## src/rtl/core/spq_pkg.sv

```systemverilog
// Shared types and constants for the sorted priority queue.
// Used by spq_ctrl, spq_datapath and sorted_priority_queue_top; no dependencies.
package spq_pkg;

   // Default number of stored pairs
   localparam int CAPACITY_DEFAULT = 16;

   // Field widths fixed by the request and response formats
   localparam int VALUE_W     = 32;
   localparam int PRIORITY_W  = 32;
   localparam int STATUS_W    = 2;
   localparam int OCCUPANCY_W = 5;

   // Request operation codes
   localparam logic OP_INSERT  = 1'b0;
   localparam logic OP_EXTRACT = 1'b1;

   // Response status codes
   typedef enum logic [STATUS_W-1:0] {
      STATUS_OK    = 2'd0,
      STATUS_FULL  = 2'd1,
      STATUS_EMPTY = 2'd2
   } status_type;

   // Controller states
   typedef enum logic {
      ST_IDLE,
      ST_EXEC
   } state_type;

   // Commands from the controller to the datapath
   typedef struct packed {
      logic capture;   // register the incoming request
      logic execute;   // apply the held request and load the response
   } spq_cmd_type;

endpackage

```

## src/rtl/core/spq_ctrl.sv

```systemverilog
// Controller state machine for the sorted priority queue.
// Depends on spq_pkg; drives the handshake and commands spq_datapath.
module spq_ctrl (
   input  logic                clock,
   input  logic                reset,
   input  logic                req_valid,
   output logic                req_stall,
   output logic                rsp_valid,
   input  logic                rsp_stall,
   output spq_pkg::spq_cmd_type cmd
);
   import spq_pkg::*;

   state_type state_ff;
   state_type state_in;
   logic      rsp_valid_ff;
   logic      rsp_valid_in;

   // Hold state and response valid
   always_ff @(posedge clock) begin
      if (reset) begin
         state_ff     <= ST_IDLE;
         rsp_valid_ff <= 1'b0;
      end else begin
         state_ff     <= state_in;
         rsp_valid_ff <= rsp_valid_in;
      end
   end

   // Sequence one request: capture, then execute once the output slot is free
   always_comb begin
      state_in    = state_ff;
      cmd         = '0;
      req_stall   = 1'b1;
      rsp_valid_in = rsp_valid_ff && rsp_stall;
      case (state_ff)
         ST_IDLE: begin
            req_stall = 1'b0;
            if (req_valid) begin
               cmd.capture = 1'b1;
               state_in    = ST_EXEC;
            end
         end
         ST_EXEC: begin
            if (!rsp_valid_ff || !rsp_stall) begin
               cmd.execute  = 1'b1;
               rsp_valid_in = 1'b1;
               state_in     = ST_IDLE;
            end
         end
         default: begin
            state_in = ST_IDLE;
         end
      endcase
   end

   assign rsp_valid = rsp_valid_ff;

`ifndef SYNTH
   // An accepted request always moves the controller into execution
   a_accept_exec: assert property (@(posedge clock) disable iff (reset)
      (req_valid && !req_stall) |=> (state_ff == ST_EXEC))
      else $error("spq_ctrl: accepted request did not enter execution");

   // A response is never loaded over one that is still stalled
   a_no_overwrite: assert property (@(posedge clock) disable iff (reset)
      cmd.execute |-> (!rsp_valid_ff || !rsp_stall))
      else $error("spq_ctrl: response overwritten while stalled");

   // Capture and execute never coincide
   a_cmd_excl: assert property (@(posedge clock) disable iff (reset)
      $onehot0(cmd))
      else $error("spq_ctrl: capture and execute asserted together");
`endif

endmodule

```

## src/rtl/core/spq_datapath.sv

```systemverilog
// Datapath for the sorted priority queue: request register, sorted slot row
// with parallel compare and shift, entry count and response register. Uses spq_pkg.
module spq_datapath #(
   parameter int CAPACITY = spq_pkg::CAPACITY_DEFAULT
) (
   input  logic                                  clock,
   input  logic                                  reset,
   input  spq_pkg::spq_cmd_type                  cmd,
   input  logic                                  req_opcode,
   input  logic signed [spq_pkg::VALUE_W-1:0]    req_item_value,
   input  logic signed [spq_pkg::PRIORITY_W-1:0] req_item_priority,
   output logic signed [spq_pkg::VALUE_W-1:0]    rsp_out_value,
   output logic [spq_pkg::STATUS_W-1:0]          rsp_status,
   output logic [spq_pkg::OCCUPANCY_W-1:0]       rsp_occupancy
);
   import spq_pkg::*;

   localparam int CntW = $clog2(CAPACITY + 1);

   // Held request
   logic                         op_ff;
   logic signed [VALUE_W-1:0]    val_ff;
   logic signed [PRIORITY_W-1:0] prio_ff;

   // Sorted slot row, ascending priority from slot 0
   logic signed [VALUE_W-1:0]    slot_val_ff  [CAPACITY];
   logic signed [PRIORITY_W-1:0] slot_prio_ff [CAPACITY];
   logic signed [VALUE_W-1:0]    slot_val_in  [CAPACITY];
   logic signed [PRIORITY_W-1:0] slot_prio_in [CAPACITY];

   // Neighbor views of each slot
   logic signed [VALUE_W-1:0]    prev_val  [CAPACITY];
   logic signed [PRIORITY_W-1:0] prev_prio [CAPACITY];
   logic signed [VALUE_W-1:0]    next_val  [CAPACITY];
   logic signed [PRIORITY_W-1:0] next_prio [CAPACITY];
   logic [CAPACITY-1:0]          move;
   logic [CAPACITY-1:0]          prev_move;

   logic [CntW-1:0]        count_ff;
   logic [CntW-1:0]        count_in;
   logic                   full;
   logic                   empty;
   logic                   push_en;
   logic                   pop_en;

   logic signed [VALUE_W-1:0] out_value_ff;
   logic signed [VALUE_W-1:0] out_value_in;
   status_type                status_ff;
   status_type                status_in;
   logic [OCCUPANCY_W-1:0]    occupancy_ff;

   // Capture the request
   always_ff @(posedge clock) begin
      if (cmd.capture) begin
         op_ff   <= req_opcode;
         val_ff  <= req_item_value;
         prio_ff <= req_item_priority;
      end
   end

   assign full    = (count_ff >= CntW'(CAPACITY));
   assign empty   = (count_ff == '0);
   assign push_en = cmd.execute && (op_ff == OP_INSERT) && !full;
   assign pop_en  = cmd.execute && (op_ff == OP_EXTRACT) && !empty;

   // Per-slot compare: a slot moves up if it is unused or ranks after the new pair
   for (genvar i = 0; i < CAPACITY; i++) begin : g_slot
      assign move[i] = (count_ff <= CntW'(i)) || (slot_prio_ff[i] > prio_ff);
      if (i == 0) begin : g_first
         assign prev_move[i] = 1'b0;
         assign prev_val[i]  = slot_val_ff[i];
         assign prev_prio[i] = slot_prio_ff[i];
      end else begin : g_rest
         assign prev_move[i] = move[i-1];
         assign prev_val[i]  = slot_val_ff[i-1];
         assign prev_prio[i] = slot_prio_ff[i-1];
      end
      if (i == CAPACITY - 1) begin : g_last
         assign next_val[i]  = slot_val_ff[i];
         assign next_prio[i] = slot_prio_ff[i];
      end else begin : g_inner
         assign next_val[i]  = slot_val_ff[i+1];
         assign next_prio[i] = slot_prio_ff[i+1];
      end
   end

   // Shift up behind the insert point, drop the new pair in, or shift down on extract
   always_comb begin
      for (int i = 0; i < CAPACITY; i++) begin
         slot_val_in[i]  = slot_val_ff[i];
         slot_prio_in[i] = slot_prio_ff[i];
         if (push_en) begin
            if (prev_move[i]) begin
               slot_val_in[i]  = prev_val[i];
               slot_prio_in[i] = prev_prio[i];
            end else if (move[i]) begin
               slot_val_in[i]  = val_ff;
               slot_prio_in[i] = prio_ff;
            end
         end else if (pop_en) begin
            slot_val_in[i]  = next_val[i];
            slot_prio_in[i] = next_prio[i];
         end
      end
   end

   always_ff @(posedge clock) begin
      for (int i = 0; i < CAPACITY; i++) begin
         slot_val_ff[i]  <= slot_val_in[i];
         slot_prio_ff[i] <= slot_prio_in[i];
      end
   end

   // Update the count and form the response
   always_comb begin
      count_in     = count_ff;
      out_value_in = '0;
      status_in    = STATUS_OK;
      if (push_en) begin
         count_in = count_ff + CntW'(1);
      end else if (pop_en) begin
         count_in     = count_ff - CntW'(1);
         out_value_in = slot_val_ff[0];
      end else if (op_ff == OP_INSERT) begin
         status_in = STATUS_FULL;
      end else begin
         status_in = STATUS_EMPTY;
      end
   end

   always_ff @(posedge clock) begin
      if (reset) begin
         count_ff <= '0;
      end else if (cmd.execute) begin
         count_ff <= count_in;
      end
   end

   // Hold the response until the next execute
   always_ff @(posedge clock) begin
      if (cmd.execute) begin
         out_value_ff <= out_value_in;
         status_ff    <= status_in;
         occupancy_ff <= OCCUPANCY_W'(count_in);
      end
   end

   assign rsp_out_value = out_value_ff;
   assign rsp_status    = status_ff;
   assign rsp_occupancy = occupancy_ff;

`ifndef SYNTH
   // The count never passes the capacity
   a_count_bound: assert property (@(posedge clock) disable iff (reset)
      count_ff <= CntW'(CAPACITY))
      else $error("spq_datapath: entry count above capacity");

   // A refused or empty operation leaves the count alone
   a_count_hold: assert property (@(posedge clock) disable iff (reset)
      (cmd.execute && !push_en && !pop_en) |=> $stable(count_ff))
      else $error("spq_datapath: count changed on refused operation");

   // The two head slots stay in priority order
   a_head_order: assert property (@(posedge clock) disable iff (reset)
      (count_ff >= CntW'(2)) |-> (slot_prio_ff[0] <= slot_prio_ff[1]))
      else $error("spq_datapath: head slots out of order");
`endif

endmodule

```

## src/rtl/core/sorted_priority_queue_top.sv

```systemverilog
// Sorted priority queue: keeps up to CAPACITY value/priority pairs in ascending
// priority order; an insert lands behind every pair of equal or lower priority,
// so equal priorities leave first in, first out. Each request is first registered,
// then applied by a compare-and-shift across every slot at once; a new request is
// accepted only after the previous one has executed. The next request is taken
// while a response still waits in the output register; a second response waits
// only if that one has not been taken. An insert into a full queue returns
// status 1 and stores nothing; an extract from an empty queue returns value 0
// and status 2. Occupancy carries the low five bits of the count. Depends on
// spq_pkg, spq_ctrl and spq_datapath.
module sorted_priority_queue_top #(
   parameter int CAPACITY = spq_pkg::CAPACITY_DEFAULT
) (
   input  logic                                  clock,
   input  logic                                  reset,
   input  logic                                  req_valid,
   output logic                                  req_stall,
   input  logic                                  req_opcode,
   input  logic signed [spq_pkg::VALUE_W-1:0]    req_item_value,
   input  logic signed [spq_pkg::PRIORITY_W-1:0] req_item_priority,
   output logic                                  rsp_valid,
   input  logic                                  rsp_stall,
   output logic signed [spq_pkg::VALUE_W-1:0]    rsp_out_value,
   output logic [spq_pkg::STATUS_W-1:0]          rsp_status,
   output logic [spq_pkg::OCCUPANCY_W-1:0]       rsp_occupancy
);
   import spq_pkg::*;

   spq_cmd_type cmd;

   // Sequence requests
   spq_ctrl u_ctrl (
      .clock     (clock),
      .reset     (reset),
      .req_valid (req_valid),
      .req_stall (req_stall),
      .rsp_valid (rsp_valid),
      .rsp_stall (rsp_stall),
      .cmd       (cmd)
   );

   // Store, sort and answer
   spq_datapath #(
      .CAPACITY (CAPACITY)
   ) u_datapath (
      .clock             (clock),
      .reset             (reset),
      .cmd               (cmd),
      .req_opcode        (req_opcode),
      .req_item_value    (req_item_value),
      .req_item_priority (req_item_priority),
      .rsp_out_value     (rsp_out_value),
      .rsp_status        (rsp_status),
      .rsp_occupancy     (rsp_occupancy)
   );

`ifndef SYNTH
   // A refused insert reports a full queue
   a_full_occ: assert property (@(posedge clock) disable iff (reset)
      (rsp_valid && rsp_status == STATUS_FULL) |-> (rsp_occupancy == OCCUPANCY_W'(CAPACITY)))
      else $error("sorted_priority_queue_top: full status with wrong occupancy");

   // An empty extract reports zero value and zero occupancy
   a_empty_zero: assert property (@(posedge clock) disable iff (reset)
      (rsp_valid && rsp_status == STATUS_EMPTY) |->
      (rsp_occupancy == '0 && rsp_out_value == '0))
      else $error("sorted_priority_queue_top: empty status with nonzero fields");

   // No request is accepted in the cycle after one was accepted
   a_one_at_a_time: assert property (@(posedge clock) disable iff (reset)
      (req_valid && !req_stall) |=> req_stall)
      else $error("sorted_priority_queue_top: back-to-back request accepted");
`endif

endmodule

```

## config.mk

```make
export PLATFORM = sky130hd
export DESIGN_NAME = sorted_priority_queue_top
export DESIGN_NICKNAME = d
export VERILOG_FILES = /design/src/rtl/core/spq_pkg.sv /design/src/rtl/core/spq_ctrl.sv /design/src/rtl/core/spq_datapath.sv /design/src/rtl/core/sorted_priority_queue_top.sv
export SDC_FILE = /design/constraint.sdc
export NUM_CORES = 2
export LEC_CHECK = 0
export BUFFER_PORTS_ARGS = -buffer_cell sky130_fd_sc_hd__buf_2
export CAP_MARGIN = 20
export CORE_MARGIN = 3
export CORE_UTILIZATION = 45
export DETAILED_ROUTE_END_ITERATION = 8
export PLACE_DENSITY = 0.62
export SLEW_MARGIN = 20
export SYNTH_ARGS = -nofsm -noshare
export SYNTH_HDL_FRONTEND = slang
export SYNTH_SLANG_ARGS = --single-unit
export TNS_END_PERCENT = 30
```

## constraint.sdc

```tcl
create_clock -name clock -period 12.5 [get_ports clock]
set_input_delay 2.5 -clock clock [delete_from_list [all_inputs] [get_ports clock]]
set_output_delay 2.5 -clock clock [all_outputs]
set_load 0.005 [all_outputs]
```

==> results.toml <==
[grt]
grt_pass1_vias = 50230
antenna_found_initial = 4
grt_pass1_wl_um = 330500
grt_max_degree = 179
grt_util_all_layers_pct = 29.71
grt_overflow = 0

[setup_path]
ff2ff_path_depth = 11
timing.rr.start = "u_datapath.prio_ff[20]"
startpoint_type = "flop"
r2r_end = "u_datapath.slot_prio_ff[3][14]"
crit_arrival_ps = 6550
cp-end-kind = "flop"
worst-r2r-setup-slack_ps = 6350
critPathMaxFanout = 67
path_class = "reg -> reg"
required_ps = 12910

[timing]
rsz0062_at_grt = "false"
worst_pin_slew_ps = 1174
relSlewSlack_pct = 19.70
setup_tns_ps = 0
finalCritPeriodShare_pct = 49.16
hold_viol_final = 0
finalCriticalPeriod_ps = 6145
hold-worst-slack_ps = 534.8
slew_viol_final = 0
finClkSkew_ps = 55.36
setup_viol = 0
fmax_ghz = 0.1627

[pwr]
seqPwrFrac_pct = 46.7
p_leak_uw = 0.02580
comb_power_share_pct = 15.1
swShare_pct = 29.61
ir_drop_mv = 0.1509
cellPowerDensity_mw_per_mm2 = 142.4
clkPwrFrac_pct = 38.1
power_uw = 10120
switching_power_uw = 2995
p_int_uw = 7121

[yosys]
ys_seq_area_share_pct = 52.40
synth_cell_types = 64
syn_avg_cell_area_um2 = 10.53
synthArstFlopShare_pct = 0
synth_enable_flop_cells = 1128
syn_nets = 6749
syn_area_mm2 = 0.06491
synth_ff_type = "edfxtp_1"
yosys_register_bits = 1135
synthCells = 6163
synth_warnings = 0

[routing]
drt_iter0_drc = 7038
drcViolationCount = 0
avgViaCountPerCell = 6.607
wl_per_cell_um = 28.25
wl_um = 225800
vias = 52810
detail-route-antenna-nets = 0
drtPass1Iterations = 6

[clock_network]
cts_made_buffers = 131
clkSlewWorstSetupHoldPaths_ps = 60
post_cts_buffers = 0
clockBufferDepth = 3
h-tree-depth = 4
clk_latency_ps = 820
cts_root_buf = "clkbuf_16"
cts_tree = "done"
clock-sinks = 1135
cts.repair.resized = 0
postCtsHoldBufs = 0

[worst_hold_path]
hp-class = "reg -> reg"
min_path_cells = 2
min_to = "u_ctrl.rsp_valid"
min_from = "u_ctrl.rsp_valid"

[floorplan]
die-area_mm2 = 0.1488
die_x_um = 385.8
rows = 138
io_pins = 110
die_y_um = 385.8
start_util_pct = 45.57
core_area_mm2 = 0.1424

[place]
dp_hpwl_um = 140400
dpl_cell_area_mm2 = 0.06678
numPortBuffers = 109
routabilityCongestion = 0.9493

[cells_and_area]
fin_util_pct = 49.88
layout.nets = 6593
area_growth_pct = 9.458
fin_area_mm2 = 0.07105
final_common_cell = "nand2_1"
layout_common_cells = "nand2_1 (1145), edfxtp_1 (1128), o211ai_1 (722)"
layout-drive-gt1-share_pct = 8.096

[run_status]
outcome = "completed"

[flow_run]
drv_cap = 0
flip-flops by register name (all words and copies together), names as in the netlist, 2 cells and up:
register,flops
u_datapath.count_ff,5
u_datapath.rsp_occupancy,5
u_datapath.rsp_out_value,32
u_datapath.val_ff,32
u_datapath.rsp_status,2
u_datapath.prio_ff,32
u_datapath.slot_val_ff,512
u_datapath.slot_prio_ff,512
per-stage QoR:
step | setup WS, ps | cells
CTS | 6354 | 7990
finish | 6355 | 7993
global route | 6107 | 7992
floorplan | 5171 | 6163
global placement | 5630 | 7762
detailed placement | 5612 | 7762
synth_stat cells, drive strengths merged, types with 67 or more instances:
cell type / instances / area, um^2
nand4: 161 / 1007
mux2i: 129 / 1291
ha: 517 / 6469
nand2: 1148 / 4309
inv: 71 / 266.5
o211ai: 722 / 5420
nand3: 666 / 3338
edfxtp: 1128 / 33870
a31oi: 67 / 419.2
nor2: 107 / 401.6
buf: 106 / 564.3
clkbuf: 387 / 1453
o21ai: 284 / 1421
a21oi: 294 / 1471
per-layer routing:
layer	vias up	GRT usage (%)	share of wire [%]
met1	26260	41.47	42
li1	23270	-	-
met4	0	12.74	4.5
met2	2760	44.66	44
met5	-	0	0
met3	523	6.341	9.6
final cells by class:
type                    count  area, um^2
inverters                  71       266.5
fillers                 12830       71400
repair buffers            204        1348
clock buffers             156        3403
multi-input cells        4464       28860
diodes                      1       2.502
well taps                1890        2365
clock inverters            72       794.5
flip-flops and latches   1135       34010
cells by family after synthesis:
| logic type | Yosys count | synth area share [%] |
|---|---|---|
| adders and majority gates | 517 | 9.965 |
| xor gates and xnor gates | 3 | 0.04049 |
| DFF | 1135 | 52.40 |
| AOI/OAI and AO/OA | 1501 | 15.14 |
| buffers and inverters | 564 | 3.518 |
| muxes | 193 | 3.319 |
| and+or+nand+nor | 2250 | 15.62 |
power by group through the flow:
stage          clock [uW]  sequential [uW]  combinational, uW
2_1_floorplan           0             4720                965
3_3_place_gp            0             4800               1450
3_5_place_dp            0             4800               1490
4_1_cts              3910             4720               1490
5_1_grt              4050             4750               1660
6_report             3860             4730               1530
worst max path at each step:
stage                      startpoint                             end  slack (ps)  cells past startpoint
4_1_cts        u_datapath.prio_ff[24]  u_datapath.slot_prio_ff[7][45]        6350                     11
5_1_grt                     rsp_stall   u_datapath.slot_val_ff[2][14]        6110                      8
6_report       u_datapath.prio_ff[20]  u_datapath.slot_prio_ff[3][14]        6350                     11
3_3_place_gp                rsp_stall   u_datapath.slot_val_ff[2][83]        5630                      8
3_5_place_dp                rsp_stall   u_datapath.slot_val_ff[2][83]        5610                      8
2_1_floorplan               rsp_stall   u_datapath.slot_prio_ff[2][0]        5170                      7
critical path, stage by stage, from the launching register on:
cell      delay [ps]
edfxtp_1         580
inv_1            480
ha_1             450
nand4_1          270
nor4_1           660
a211oi_1         220
nor2_4           740
buf_4            560
buf_4            820
nor3_1           180
nor2_4           140
buf_4            560
Power figures use the tool's default switching activity.
